===== src/rtl/core/fpa_pkg.sv =====
package fpa_pkg;

   localparam int FracBits = 8;
   localparam int WordBits = 32;
   localparam int QuoBits  = WordBits + FracBits + 1;
   localparam int NumBits  = WordBits + FracBits + 1;
   localparam int DenBits  = WordBits + 1;
   localparam int RemBits  = DenBits + 1;
   localparam int ProdBits = 2 * WordBits;

   localparam logic [3:0] OP_ADD      = 4'd0;
   localparam logic [3:0] OP_SUB      = 4'd1;
   localparam logic [3:0] OP_MUL      = 4'd2;
   localparam logic [3:0] OP_DIV      = 4'd3;
   localparam logic [3:0] OP_MIN      = 4'd4;
   localparam logic [3:0] OP_MAX      = 4'd5;
   localparam logic [3:0] OP_CMP      = 4'd6;
   localparam logic [3:0] OP_INC      = 4'd7;
   localparam logic [3:0] OP_DEC      = 4'd8;
   localparam logic [3:0] OP_TO_INT   = 4'd9;
   localparam logic [3:0] OP_FROM_INT = 4'd10;

   // work carried down the divider chain
   typedef struct packed {
      logic                    valid;
      logic [3:0]              operation;
      logic [WordBits-1:0]     operand_a;
      logic [WordBits-1:0]     operand_b;
      logic [NumBits-1:0]      num;
      logic [DenBits-1:0]      den;
      logic [RemBits-1:0]      rem;
      logic [QuoBits-1:0]      quo;
      logic [ProdBits-1:0]     prod;
   } stage_type;

endpackage


===== src/rtl/core/fpa_cell.sv =====
// one restoring divide step per cell, payload carried along
module fpa_cell (
   input  logic                clock,
   input  logic                reset,
   input  fpa_pkg::stage_type  stage_in,
   output fpa_pkg::stage_type  stage_out
);

   fpa_pkg::stage_type stage_ff;
   fpa_pkg::stage_type stage_in_w;
   logic [fpa_pkg::RemBits-1:0] trial;
   logic [fpa_pkg::RemBits-1:0] diff;

   // shift in next dividend bit and try subtract (remainder holds 2*rem form)
   always_comb begin
      stage_in_w = stage_in;
      trial = {stage_in.rem[fpa_pkg::RemBits-2:0], stage_in.num[fpa_pkg::NumBits-1]};
      diff  = trial - {1'b0, stage_in.den};
      stage_in_w.num = {stage_in.num[fpa_pkg::NumBits-2:0], 1'b0};
      if (!diff[fpa_pkg::RemBits-1]) begin
         stage_in_w.rem = diff;
         stage_in_w.quo = {stage_in.quo[fpa_pkg::QuoBits-2:0], 1'b1};
      end else begin
         stage_in_w.rem = trial;
         stage_in_w.quo = {stage_in.quo[fpa_pkg::QuoBits-2:0], 1'b0};
      end
   end

   always_ff @(posedge clock) begin
      if (reset) begin
         stage_ff <= '0;
      end else begin
         stage_ff <= stage_in_w;
      end
   end

   assign stage_out = stage_ff;

endmodule


===== config.mk =====
export PLATFORM = sky130hd
export DESIGN_NAME = fpa_cell
export DESIGN_NICKNAME = d
export VERILOG_FILES = /design/src/rtl/core/fpa_pkg.sv /design/src/rtl/core/fpa_cell.sv
export SDC_FILE = /design/constraint.sdc
export NUM_CORES = 1
export LEC_CHECK = 0
export BUFFER_PORTS_ARGS = -buffer_cell sky130_fd_sc_hd__buf_2
export CAP_MARGIN = 20
export CORE_AREA = 2 2 219 221
export DETAILED_ROUTE_END_ITERATION = 8
export DIE_AREA = 0 0 221 223
export SYNTH_ARGS = -nofsm -noshare
export SYNTH_HDL_FRONTEND = slang
export SYNTH_SLANG_ARGS = --single-unit
export TNS_END_PERCENT = 50

===== constraint.sdc =====
create_clock -name clock -period 3.4 [get_ports clock]
set_input_delay 0.68 -clock clock [delete_from_list [all_inputs] [get_ports clock]]
set_output_delay 0.68 -clock clock [all_outputs]
set_load 0.05 [all_outputs]

==> out/results.ini <==
[critical_path]
start_kind=input port
crit_fanout=4
path_class=in -> reg
slowest_stage=fa_1
cp_cell_sequence=buf_2 -> inv_1 -> ha_1 -> fa_1 -> nand2b_1 -> a21o_1 -> a311oi_2 -> buf_4 -> o211ai_1 -> o21bai_1 -> o31a_1 -> nor4b_1 -> o311ai_0 -> a21oi_1
max_stage_delay_ns=0.39
cp.required_ns=3.77
worstPathArrival_ns=3.58
end_kind=register

[route]
drt_pass1_iterations=4
drc=0
dr_wl_met2_um=19370
routed_wl_um=39520
avgRoutedWirePerCell_um=17.79
met3_length_um=3361
top_layer_used=met5
viasPerCell=4.083
ant_nets=0
vias=9069
drt-met1-wl_um=15160
initialDrtViolationCount=335

[yosys]
syn_area_per_cell_um2=10.13
synth_fp_nets=1279
synth_cell_type_count=56
syn_inst=961
synthFlopType=dfxtp_1
synth-seq-area-share=0.5780
synth_area_leader_cell=dfxtp_1
synth-edff-count=0
synthTopCellsByArea=dfxtp_1 58%, nor2b_1 14%, ha_1 4.2%
yosysTopAreaCellShare=0.5780
synthArstFlopShare=0
yosys_warnings=0
netlist_area_um2=9733
synth-seq-cells=281

[timing]
rsz0062_at_grt=false
hold_viol=0
min_period_over_period=0.9432
finalMaxSlewViolations=0
period_needed_ns=3.207
fmax_mhz=311.8
maxSlewHeadroom=0.4390
worst_pin_slew_ns=0.8416
setup_violations=0
tns_ns=0
worst_slack_ns=0.1933

[cts]
cts_hold_buf=0
clock_sinks=281
cts_made_buffers=34
cts_tree=built
clkTransAtPathRegs_ns=0.06
cts_root_buf=clkbuf_16
max-clock-path-buffers=3
cts_htree_levels=2

[global_route]
grt_pass1_wl_um=56740
grt_pass1_vias=8919
antenna_found_initial=14
grt_overflow=0
grt_use_total=0.1523
grt_max_degree=122

[floorplanning]
dieArea_um2=49280
row_count=80
start_util=0.2064
die_w_um=221
io_pins=566
fp.coreArea_um2=47150
die_h_um=223

[cells_and_area]
num-nets-final=1896
area_growth_pct=53.09
final_core_util=0.3161
final_area_um2=14900
drive_gt1_frac=0.4351
mostFrequentLayoutCells=561 x buf_2, 281 x dfxtp_1, 219 x nor2b_1, 64 x buf_4, 62 x a21oi_1
layout.cells.most_common=buf_2
largest_reg_flops=281

[placed_design]
pre_cts_ws_ns=-0.3683
gp_congestion=0.8572
port_buffers=562
place_hpwl_um=31210
dpl_cell_area_um2=13700

[outcome]
status=complete, no violations

[pwr]
powerDensity_nw_per_um2=630.7
p_leak_nw=7.355
power.total_mw=9.398
irDropWorstVdd_uv=478.9

[run]
max_cap_viol_count=0

[min_path]
min_path_type=in -> reg

[path summary, 6_finish.rpt]
check / from / to / cells after the start
worst max-delay path: stage_in[212] / stage_out[135] / 14
worst min-delay path: stage_in[22] / stage_out[22] / 2
[routing by layer]
layer,vias to the layer above,GRT usage
li1,4405,-
met1,4209,0.1656
met2,364,0.2639
met3,79,0.06164
met4,12,0.05975
met5,-,0
[layout make-up]
class	count	area, um2
fill	4904	32240
sequential	281	5625
multi-input combinational	589	3752
timing repair buffer	632	3423
clock buffer	46	945.9
tap	615	769.5
clock inverter	14	224.0
inverter	40	150.1
antenna	4	10.01
[cells in the mapped netlist (10+ instances only)]
| library cell | number |
|---|---|
| nor2_1 | 51 |
| o21ai_0 | 43 |
| ha_1 | 33 |
| clkbuf_1 | 39 |
| xor2_1 | 10 |
| inv_1 | 40 |
| a21oi_1 | 63 |
| nor2b_1 | 219 |
| nand2_1 | 26 |
| xnor2_1 | 16 |
| dfxtp_1 | 281 |
| nand3_1 | 29 |
[cells by family after synthesis]
kind of cell / synth area share
AO/OA/AOI/OAI: 0.1017
buffers and inverters: 0.03754
adder cells (fa/ha/maj): 0.04448
AND/OR/NAND/NOR: 0.2124
other: 0.0003853
multiplexers: 0.002185
XOR/XNOR: 0.02340
flip-flops: 0.5780
[stage by stage]
step	hold slack, ns	std cells
2_1_floorplan	0.8080	961
3_3_place_gp	0.8876	2155
3_5_place_dp	0.8925	2155
4_1_cts	0.3208	2215
5_1_grt	0.3276	2218
6_report	0.3621	2221
[worst max-delay path, delay by kind of cell]
| kind | cells | cell delay (ns) |
|---|---|---|
| adders and majority gates | 2 | 0.61 |
| and+or+nand+nor | 2 | 0.26 |
| buffers and inverters | 3 | 0.31 |
| AOI/OAI and AO/OA | 7 | 1.70 |
[timing repair]
item | 4_1_cts | 5_1_grt
setup endpoints to repair | 0 | 1
buffers inserted | 0 | 2
gates resized for setup | 0 | 1
[power by group]
part,switching (mW),internal (mW),total (mW)
Clock,1.48,2.35,3.83
Sequential,0.0521,3.51,3.56
Combinational,1.38,0.630,2.01
(Power assumes the default switching activity.)
